[src/hw/rtl/kld_pkg.sv]
`default_nettype none
package kld_pkg;

  localparam int MapDepth = 8;
  localparam int MapWidth = 64;
  localparam int MapIdxW  = $clog2(MapDepth);
  localparam int BitIdxW  = $clog2(MapWidth);
  localparam int CfgIdxW  = 1;
  localparam int CfgDataW = 2;

  typedef enum logic [2:0] {
    CMD_CHAR      = 3'd0,
    CMD_KEY_DOWN  = 3'd1,
    CMD_KEY_UP    = 3'd2,
    CMD_READ_DATA = 3'd3,
    CMD_READ_FLAG = 3'd4
  } kld_cmd_t;

  localparam logic [1:0] MODEL_ORIG   = 2'd0;
  localparam logic [1:0] MODEL_ENH    = 2'd1;
  localparam logic [1:0] MODEL_CLONE  = 2'd2;
  localparam logic [1:0] MODEL_ACCENT = 2'd3;

  localparam logic [CfgIdxW-1:0] CFG_MODEL = 1'd0;
  localparam logic [CfgIdxW-1:0] CFG_CAPS  = 1'd1;

  localparam logic [7:0] VKEY_LEFT   = 8'h25;
  localparam logic [7:0] VKEY_DELETE = 8'h2E;
  localparam logic [7:0] VKEY_SCROLL = 8'h91;

  typedef struct packed {
    logic [2:0] cmd;
    logic [7:0] key;
    logic       extended;
    logic       lock_on;
  } kld_in_t;

  typedef struct packed {
    logic [7:0] read_value;
    logic       strobe_res;
    logic       any_key_down;
  } kld_out_t;

  typedef struct packed {
    logic [1:0] machine_model;
    logic       caps_lock;
  } kld_cfg_t;

  typedef struct packed {
    logic any_before;
    logic any_after;
  } kld_map_stat_t;

  function automatic logic is_tracked_key(input logic [7:0] k);
    return k inside {8'h08, 8'h09, 8'h0D, 8'h1B, 8'h20, [8'h25:8'h28], 8'h2E,
                     [8'h30:8'h39], [8'h41:8'h5A], [8'h60:8'h6F],
                     [8'hBA:8'hC0], [8'hDB:8'hDF], 8'hE2};
  endfunction

  function automatic logic [MapIdxW-1:0] map_index(input logic [7:0] k, input logic ext);
    return {ext, k[7:6]};
  endfunction

  function automatic logic [7:0] accent_remap(input logic [7:0] k);
    logic [7:0] t;
    logic [7:0] r;
    t = (k >= 8'hC0 && k <= 8'hDA) ? k + 8'h20 : k;
    case (t)
      8'hE0:   r = 8'h5F;
      8'hE1:   r = 8'h40;
      8'hE2:   r = 8'h5C;
      8'hE3:   r = 8'h5B;
      8'hE7:   r = 8'h5D;
      8'hE9:   r = 8'h60;
      8'hEA:   r = 8'h26;
      8'hED:   r = 8'h7B;
      8'hF3:   r = 8'h7E;
      8'hF4:   r = 8'h7D;
      8'hF5:   r = 8'h23;
      8'hFA:   r = 8'h7C;
      default: r = t;
    endcase
    return r;
  endfunction

  function automatic logic [7:0] cursor_code(input logic [1:0] model, input logic [3:0] off);
    logic [7:0] n;
    n = 8'h00;
    case (off)
      4'd0:    n = 8'h08;
      4'd1:    n = (model == MODEL_ENH || model == MODEL_ACCENT) ? 8'h0B : 8'h00;
      4'd2:    n = 8'h15;
      4'd3:    n = (model == MODEL_ENH || model == MODEL_ACCENT) ? 8'h0A : 8'h00;
      4'd9:    n = (model == MODEL_ORIG) ? 8'h00 : 8'h7F;
      default: n = 8'h00;
    endcase
    return n;
  endfunction

endpackage
`default_nettype wire

[src/hw/rtl/keyboard_latch_any_key_down.sv]
`default_nettype none
// Channel   Direction  Handshake            Payload
// in_       input      in_valid / in_stall  kld_in_t (cmd, key, extended, lock_on)
// out_      output     out_valid/out_stall  kld_out_t (read_value, strobe_res, any_key_down)
// cfg_      input      cfg_valid/cfg_ready  cfg_index, cfg_data
//
// A beat passes the map memory read, then the read-modify-write of the held-key map
// and the latch update. A new beat is taken every cycle while no output stall holds
// the work stage; a write and a read of the same map row in one cycle are forwarded.
// Reset clears the latch, strobe, accent mode and the per-row valid bits of the map.
// An output stall holds the work stage and, through it, stalls the input.
module keyboard_latch_any_key_down (
  input  wire                           clk,
  input  wire                           rst_n,
  input  wire                           in_valid,
  output logic                          in_stall,
  input  wire  kld_pkg::kld_in_t        in_data,
  output logic                          out_valid,
  input  wire                           out_stall,
  output kld_pkg::kld_out_t             out_data,
  input  wire                           cfg_valid,
  output logic                          cfg_ready,
  input  wire  [kld_pkg::CfgIdxW-1:0]   cfg_index,
  input  wire  [kld_pkg::CfgDataW-1:0]  cfg_data
);
  import kld_pkg::*;

  kld_cfg_t            cfg_r;
  logic                s1_vld_r;
  kld_in_t             s1_item_r;
  logic                s1_byp_r;
  logic [MapWidth-1:0] s1_byp_data_r;
  logic [MapDepth-1:0] nz_r, nz_nxt;
  logic                out_valid_r;
  kld_out_t            out_data_r;

  logic                in_acc, advance;
  logic [MapIdxW-1:0]  rd_idx, wr_idx;
  logic [MapWidth-1:0] rd_data, old_row, new_row, bit_mask;
  logic                rd_vld, wr_en, is_down, is_up;
  kld_map_stat_t       stat;
  kld_out_t            res;

  assign cfg_ready = 1'b1;
  assign advance   = s1_vld_r && (!out_valid_r || !out_stall);
  assign in_stall  = s1_vld_r && !advance;
  assign in_acc    = in_valid && !in_stall;
  assign rd_idx    = map_index(in_data.key, in_data.extended);
  assign wr_idx    = map_index(s1_item_r.key, s1_item_r.extended);

  always_comb begin
    is_down  = (s1_item_r.cmd == CMD_KEY_DOWN);
    is_up    = (s1_item_r.cmd == CMD_KEY_UP);
    old_row  = s1_byp_r ? s1_byp_data_r : (rd_vld ? rd_data : '0);
    bit_mask = MapWidth'(1) << s1_item_r.key[BitIdxW-1:0];
    new_row  = is_down ? (old_row | bit_mask) : (old_row & ~bit_mask);
    wr_en    = advance && (is_down || is_up) && is_tracked_key(s1_item_r.key);
    nz_nxt   = nz_r;
    if (wr_en) begin
      nz_nxt[wr_idx] = |new_row;
    end
    stat.any_before = |nz_r;
    stat.any_after  = |nz_nxt;
  end

  kld_map_ram u_map (
    .clk     (clk),
    .rst_n   (rst_n),
    .wr_en   (wr_en),
    .wr_idx  (wr_idx),
    .wr_data (new_row),
    .rd_en   (in_acc),
    .rd_idx  (rd_idx),
    .rd_data (rd_data),
    .rd_vld  (rd_vld)
  );

  kld_key_logic u_logic (
    .clk     (clk),
    .rst_n   (rst_n),
    .cfg     (cfg_r),
    .item_go (advance),
    .item    (s1_item_r),
    .stat    (stat),
    .res     (res)
  );

  always_ff @(posedge clk) begin
    if (!rst_n) begin
      cfg_r.machine_model <= MODEL_ENH;
      cfg_r.caps_lock     <= 1'b1;
      s1_vld_r            <= 1'b0;
      s1_byp_r            <= 1'b0;
      nz_r                <= '0;
      out_valid_r         <= 1'b0;
    end else begin
      if (cfg_valid && cfg_ready) begin
        case (cfg_index)
          CFG_MODEL: cfg_r.machine_model <= cfg_data[1:0];
          CFG_CAPS:  cfg_r.caps_lock     <= cfg_data[0];
          default: begin
          end
        endcase
      end
      if (in_acc) begin
        s1_vld_r <= 1'b1;
        s1_byp_r <= wr_en && (wr_idx == rd_idx);
      end else if (advance) begin
        s1_vld_r <= 1'b0;
      end
      nz_r <= nz_nxt;
      if (advance) begin
        out_valid_r <= 1'b1;
      end else if (!out_stall) begin
        out_valid_r <= 1'b0;
      end
    end
  end

  always_ff @(posedge clk) begin
    if (in_acc) begin
      s1_item_r     <= in_data;
      s1_byp_data_r <= new_row;
    end
    if (advance) begin
      out_data_r <= res;
    end
  end

  assign out_valid = out_valid_r;
  assign out_data  = out_data_r;

endmodule
`default_nettype wire

[src/hw/rtl/kld_map_ram.sv]
`default_nettype none
module kld_map_ram (
  input  wire                         clk,
  input  wire                         rst_n,
  input  wire                         wr_en,
  input  wire  [kld_pkg::MapIdxW-1:0]  wr_idx,
  input  wire  [kld_pkg::MapWidth-1:0] wr_data,
  input  wire                         rd_en,
  input  wire  [kld_pkg::MapIdxW-1:0]  rd_idx,
  output logic [kld_pkg::MapWidth-1:0] rd_data,
  output logic                        rd_vld
);
  import kld_pkg::*;

  logic [MapWidth-1:0] mem [MapDepth];
  logic [MapDepth-1:0] vld_r;

  always_ff @(posedge clk) begin
    if (wr_en) begin
      mem[wr_idx] <= wr_data;
    end
    if (rd_en) begin
      rd_data <= mem[rd_idx];
    end
  end

  always_ff @(posedge clk) begin
    if (!rst_n) begin
      vld_r  <= '0;
      rd_vld <= 1'b0;
    end else begin
      if (wr_en) begin
        vld_r[wr_idx] <= 1'b1;
      end
      if (rd_en) begin
        rd_vld <= vld_r[rd_idx];
      end
    end
  end

endmodule
`default_nettype wire

[src/hw/rtl/kld_key_logic.sv]
`default_nettype none
module kld_key_logic (
  input  wire                    clk,
  input  wire                    rst_n,
  input  wire kld_pkg::kld_cfg_t cfg,
  input  wire                    item_go,
  input  wire kld_pkg::kld_in_t  item,
  input  wire kld_pkg::kld_map_stat_t stat,
  output kld_pkg::kld_out_t      res
);
  import kld_pkg::*;

  logic [6:0] latched_r, latched_nxt;
  logic       waiting_r, waiting_nxt;
  logic       accent_r, accent_nxt;

  logic       m3, newer, clone, reject, lower_k, lower_r;
  logic [7:0] k, code, remap, remap_up, ncode;
  logic [7:0] rv;

  always_comb begin
    k       = item.key;
    m3      = (cfg.machine_model == MODEL_ACCENT);
    newer   = (cfg.machine_model == MODEL_ENH) || m3;
    clone   = (cfg.machine_model == MODEL_CLONE) || m3;
    lower_k = (k >= 8'h61) && (k <= 8'h7A);
    remap   = accent_remap(k);
    lower_r = (remap >= 8'h61) && (remap <= 8'h7A);
    remap_up = (lower_r && cfg.caps_lock) ? (remap & 8'hDF) : remap;
    ncode   = cursor_code(cfg.machine_model, 4'(k - VKEY_LEFT));

    reject = m3 && k[7] && !accent_r;
    if (newer) begin
      reject = reject || (!clone && k[7]);
      code   = (cfg.caps_lock && lower_k) ? (k & 8'hDF) : k;
    end else begin
      reject = reject || (!clone && (k == 8'h60 || k >= 8'h7B));
      code   = lower_k ? (k & 8'hDF) : k;
    end

    latched_nxt = latched_r;
    waiting_nxt = waiting_r;
    accent_nxt  = accent_r;
    rv          = 8'h00;

    case (item.cmd)
      CMD_CHAR: begin
        if (!reject) begin
          latched_nxt = code[6:0];
          if (m3 && accent_r) begin
            if (!remap[7]) begin
              latched_nxt = remap_up[6:0];
              waiting_nxt = 1'b1;
            end
          end else begin
            waiting_nxt = 1'b1;
          end
        end
      end
      CMD_KEY_DOWN: begin
        if (k == VKEY_SCROLL) begin
          if (m3) begin
            accent_nxt = item.lock_on;
          end
        end else if (k >= VKEY_LEFT && k <= VKEY_DELETE && ncode != 8'h00) begin
          latched_nxt = ncode[6:0];
          waiting_nxt = 1'b1;
        end
      end
      CMD_READ_DATA: begin
        rv = {waiting_r, latched_r};
      end
      CMD_READ_FLAG: begin
        waiting_nxt = 1'b0;
        rv = {newer && stat.any_before, latched_r};
      end
      default: begin
      end
    endcase

    res.read_value   = rv;
    res.strobe_res   = waiting_nxt;
    res.any_key_down = stat.any_after;
  end

  always_ff @(posedge clk) begin
    if (!rst_n) begin
      latched_r <= '0;
      waiting_r <= 1'b0;
      accent_r  <= 1'b0;
    end else if (item_go) begin
      latched_r <= latched_nxt;
      waiting_r <= waiting_nxt;
      accent_r  <= accent_nxt;
    end
  end

endmodule
`default_nettype wire

[config.mk]
export PLATFORM = sky130hd
export DESIGN_NAME = keyboard_latch_any_key_down
export DESIGN_NICKNAME = d
export VERILOG_FILES = /design/src/hw/rtl/kld_pkg.sv /design/src/hw/rtl/keyboard_latch_any_key_down.sv /design/src/hw/rtl/kld_map_ram.sv /design/src/hw/rtl/kld_key_logic.sv
export SDC_FILE = /design/constraint.sdc
export NUM_CORES = 1
export LEC_CHECK = 0
export BUFFER_PORTS_ARGS = -buffer_cell sky130_fd_sc_hd__clkbuf_2
export CAP_MARGIN = 5
export CORE_MARGIN = 8
export CORE_UTILIZATION = 57
export DETAILED_ROUTE_END_ITERATION = 8
export PLACE_DENSITY = 0.76
export SLEW_MARGIN = 20
export SYNTH_ARGS = -nofsm -noshare
export SYNTH_HDL_FRONTEND = slang
export SYNTH_SLANG_ARGS = --single-unit
[constraint.sdc]
create_clock -name clk -period 8.3 [get_ports clk]
set_input_delay 0.83 -clock clk [delete_from_list [all_inputs] [get_ports clk]]
set_output_delay 0.83 -clock clk [all_outputs]
set_load 0.05 [all_outputs]
==> summary.md <==
| Metric | Value |
|---|---|
| Hold buffers post-CTS | `0` |
| Layout cell share with drive strength beyond 1 | `22.13%` |
| Core Region | `50890 µm²` |
| Multi-input logic area | `around 8000 µm²` |
| Rows | `83` |
| Clk slew on worst S/H paths | `~60 ps` |
| Initial antenna violation count | `0` |
| Final Util | `63.44%` |
| CTS Buffer Depth | `3` |
| Seq. cell area | `around 20000 µm²` |
| Hold depth | `1` |
| Async set or reset register ratio after synthesis | `0%` |
| DP HPWL | `roughly 39000 µm` |
| Synthesized area | `29130 µm²` |
| Post-synth cell types | `83` |
| CP required | `8650 ps` |
| Yosys Warn Count | `0` |
| Tot GR Track Use | `23.15%` |
| I/O Buffers | `32` |
| Critical path's slowest cell | `buf_4` |
| Failing checks | `DRC` |
| Vias | `16730` |
| Post-synthesis register bit count | `between 600 and 700` |
| Area Overhead vs Synth | `10.81%` |
| CP startpoint kind | `flip-flop` |
| Total power | `0.007482 W` |
| Top cells by count, synth | `663 x edfxtp_1, 130 x mux4_2, 80 x clkbuf_1, 80 x nand2_1, 77 x nor2_1` |
| Crit path max fanout | `between 40 and 50` |
| Unrepaired setup endpoints after global routing | `no` |
| WL/cell | `roughly 28 µm` |
| Largest net degree at the start of global routing | `145` |
| Die Area | `roughly 59000 µm²` |
| Clock Sinks | `roughly 700` |
| # setup viols final | `0` |
| Antenna-violating nets left | `0` |
| EDFF count, synth | `~660` |
| DRC errors left | `7` |
| Die width | `242.1 µm` |
| Max incr delay on CP | `roughly 830 ps` |
| Synthesized Nets | `1746` |
| Post-Syn Area per Cell | `16.92 µm²` |
| Cts bufs inserted | `69` |
| CTS root buffer | `clkbuf_16` |
| Vias in the first global route | `16570` |
| Most used cell, CP | `buf_4` |
| CTS tree | `built` |
| Synth top area cells | `edfxtp_1 68%, mux4_2 10%, mux2_2 2.5%` |
| Clock Skew | `31.57 ps` |
| Worst slew pin tran | `1195 ps` |
| TritonRoute pass-1 iters | `9` |
| Slew headroom | `between 10% and 20%` |
| Share of Yosys cell area claimed by the top area cell type | `between 60% and 70%` |
| Cells along the critical path | `buf_4 > nand4bb_1 > o22ai_1 > nand3_1 > nand4_1 > o31ai_2 > buf_4 > nor2_4 > buf_4 > o22ai_1 > or4b_1` |
| Status | `finished with violations` |
| Initial DRC Count | `roughly 2400` |
| Initial core utilization | `between 50 and 60%` |
| Cell Area, Placed | `29970 µm²` |
| Static leakage | `10.56 nW` |
| Finished Layout Cells | `2465` |
| Die Y | `242.1 µm` |
| Fin area | `32280 µm²` |
| Routability cong. | `a little under 1` |
| Inst Count DP | `2338` |
| Critical setup path kind | `reg2reg` |
| Fmax | `around 0.2 GHz` |
| CP Capture Type | `flip-flop` |
| Critical Path AT | `5210 ps` |
| Final Hold Fails | `0` |
| Register area share after synthesis | `70.54%` |
| Final min period | `4854 ps` |
| P per Cell Area | `231.8 nW/µm²` |
| Htree depth | `3` |
| Crit share post-route | `58.48%` |
| Drt via density | `6.785` |
| PostCTS Resize Cnt | `0` |
| Post-Route WL | `68320 µm` |
| First-pass GRT wire length | `104200 µm` |
| I/O pins | `34` |
| Register-to-Register Path Depth | `11` |
| Max-slew violations | `0` |
| Synthesized instance count | `1722` |
| Synth area leader | `edfxtp_1` |
| Worst-Skew Late Latency | `620 ps` |
| Max-cap violations | `0` |
| Postcts setup bufs | `0` |
| Count leader, synth | `edfxtp_1` |
| Ant. Diodes | `0` |
| Main synth FF type | `edfxtp_1` |
| Maximum VDD drop | `between 0.1 and 0.15 mV` |
| Final nets | `1753` |
| Hold WC Path Type | `in2reg` |
| Layout fillers | `3477` |
| Global route overflow | `0` |
critical path, delay by kind of cell, from the launching register on:
family	cells	cell delay (ps)
AO/OA/AOI/OAI	3	590
flip-flops	1	630
AND/OR/NAND/NOR	5	1800
buffers and inverters	3	1560
cell usage in the layout (no fill, tap or decap), types with 16 or more instances in the layout:
cell / Yosys / final
clkbuf_16: 0 / 73
mux2_2: 64 / 64
a222oi_1: 28 / 28
nand2_1: 80 / 80
clkbuf_2: 0 / 29
inv_1: 17 / 17
dfxtp_1: 32 / 31
buf_4: 8 / 37
o21ai_0: 39 / 39
o22ai_1: 21 / 21
nor2_1: 77 / 73
nor3_1: 35 / 33
and2_1: 17 / 17
a31oi_1: 27 / 27
edfxtp_1: 663 / 663
a22oi_1: 16 / 16
nand3_1: 22 / 22
a21oi_1: 70 / 70
mux4_2: 130 / 130
and3_1: 17 / 17
state kept, by name, summed over array words and instances (netlist names):
signal,flops
u_map.mem,512
s1_byp_data_r,64
u_map.rd_data,64
s1_item_r,13
out_data,10
nz_r,8
u_map.vld_r,8
u_logic.latched_r,7
cfg_r,3
out_valid,1
s1_byp_r,1
s1_vld_r,1
u_logic.accent_r,1
u_logic.waiting_r,1
u_map.rd_vld,1
area by class of cell:
class / count / area share (%)
Clock buffer: 86 / 5.841
Inverter: 19 / 0.2209
Clock inverter: 41 / 1.306
Sequential cell: 695 / 63.66
Timing Repair Buffer: 70 / 1.512
Multi-Input combinational cell: 874 / 24.82
Tap cell: 680 / 2.636
path summary, 6_finish.rpt:
kind	from	to	slack, ps
min reg2reg	u_map.vld_r[7]	u_map.vld_r[7]	470
max	s1_item_r[3]	out_data[0]	3450
max reg2reg	s1_item_r[3]	out_data[0]	3450
min	in_data[10]	s1_item_r[10]	390
layer usage:
layer | up-vias | GRT usage [%] | routed length [µm]
met2 | 922 | 35.92 | 31920
met4 | 0 | 9.418 | 2593
met1 | 8547 | 32.17 | 27520
met5 | - | 0 | 0
li1 | 7091 | - | -
met3 | 165 | 4.630 | 6282
per-stage QoR:
stage	setup TNS, ps	hold WS, ps	worst slack, ps
3_3_place_gp	0	443.1	3424
4_1_cts	0	365.4	3523
5_1_grt	0	381.3	3160
2_1_floorplan	-98710	434.8	-567.0
6_report	0	391.4	3446
3_5_place_dp	0	455.4	3509
cell families (layout without fill, tap and decap cells):
family / Yosys count / in the layout / synth area share, %
DFF: 695 / 695 / 70.54
xor gates and xnor gates: 4 / 4 / 0.1203
AOI/OAI and AO/OA: 316 / 316 / 7.658
adders and majority gates: 3 / 3 / 0.1289
buffers and inverters: 153 / 216 / 2.246
and+or+nand+nor: 343 / 343 / 6.326
muxes: 207 / 207 / 12.97
other: 1 / 1 / 0.01287
power by group:
part	internal (W)	switching [W]
combinational	0.000141	0.000250
sequential	0.00390	0.0000420
clock	0.00184	0.00131
No activity file was read; power rests on OpenSTA's default activity.
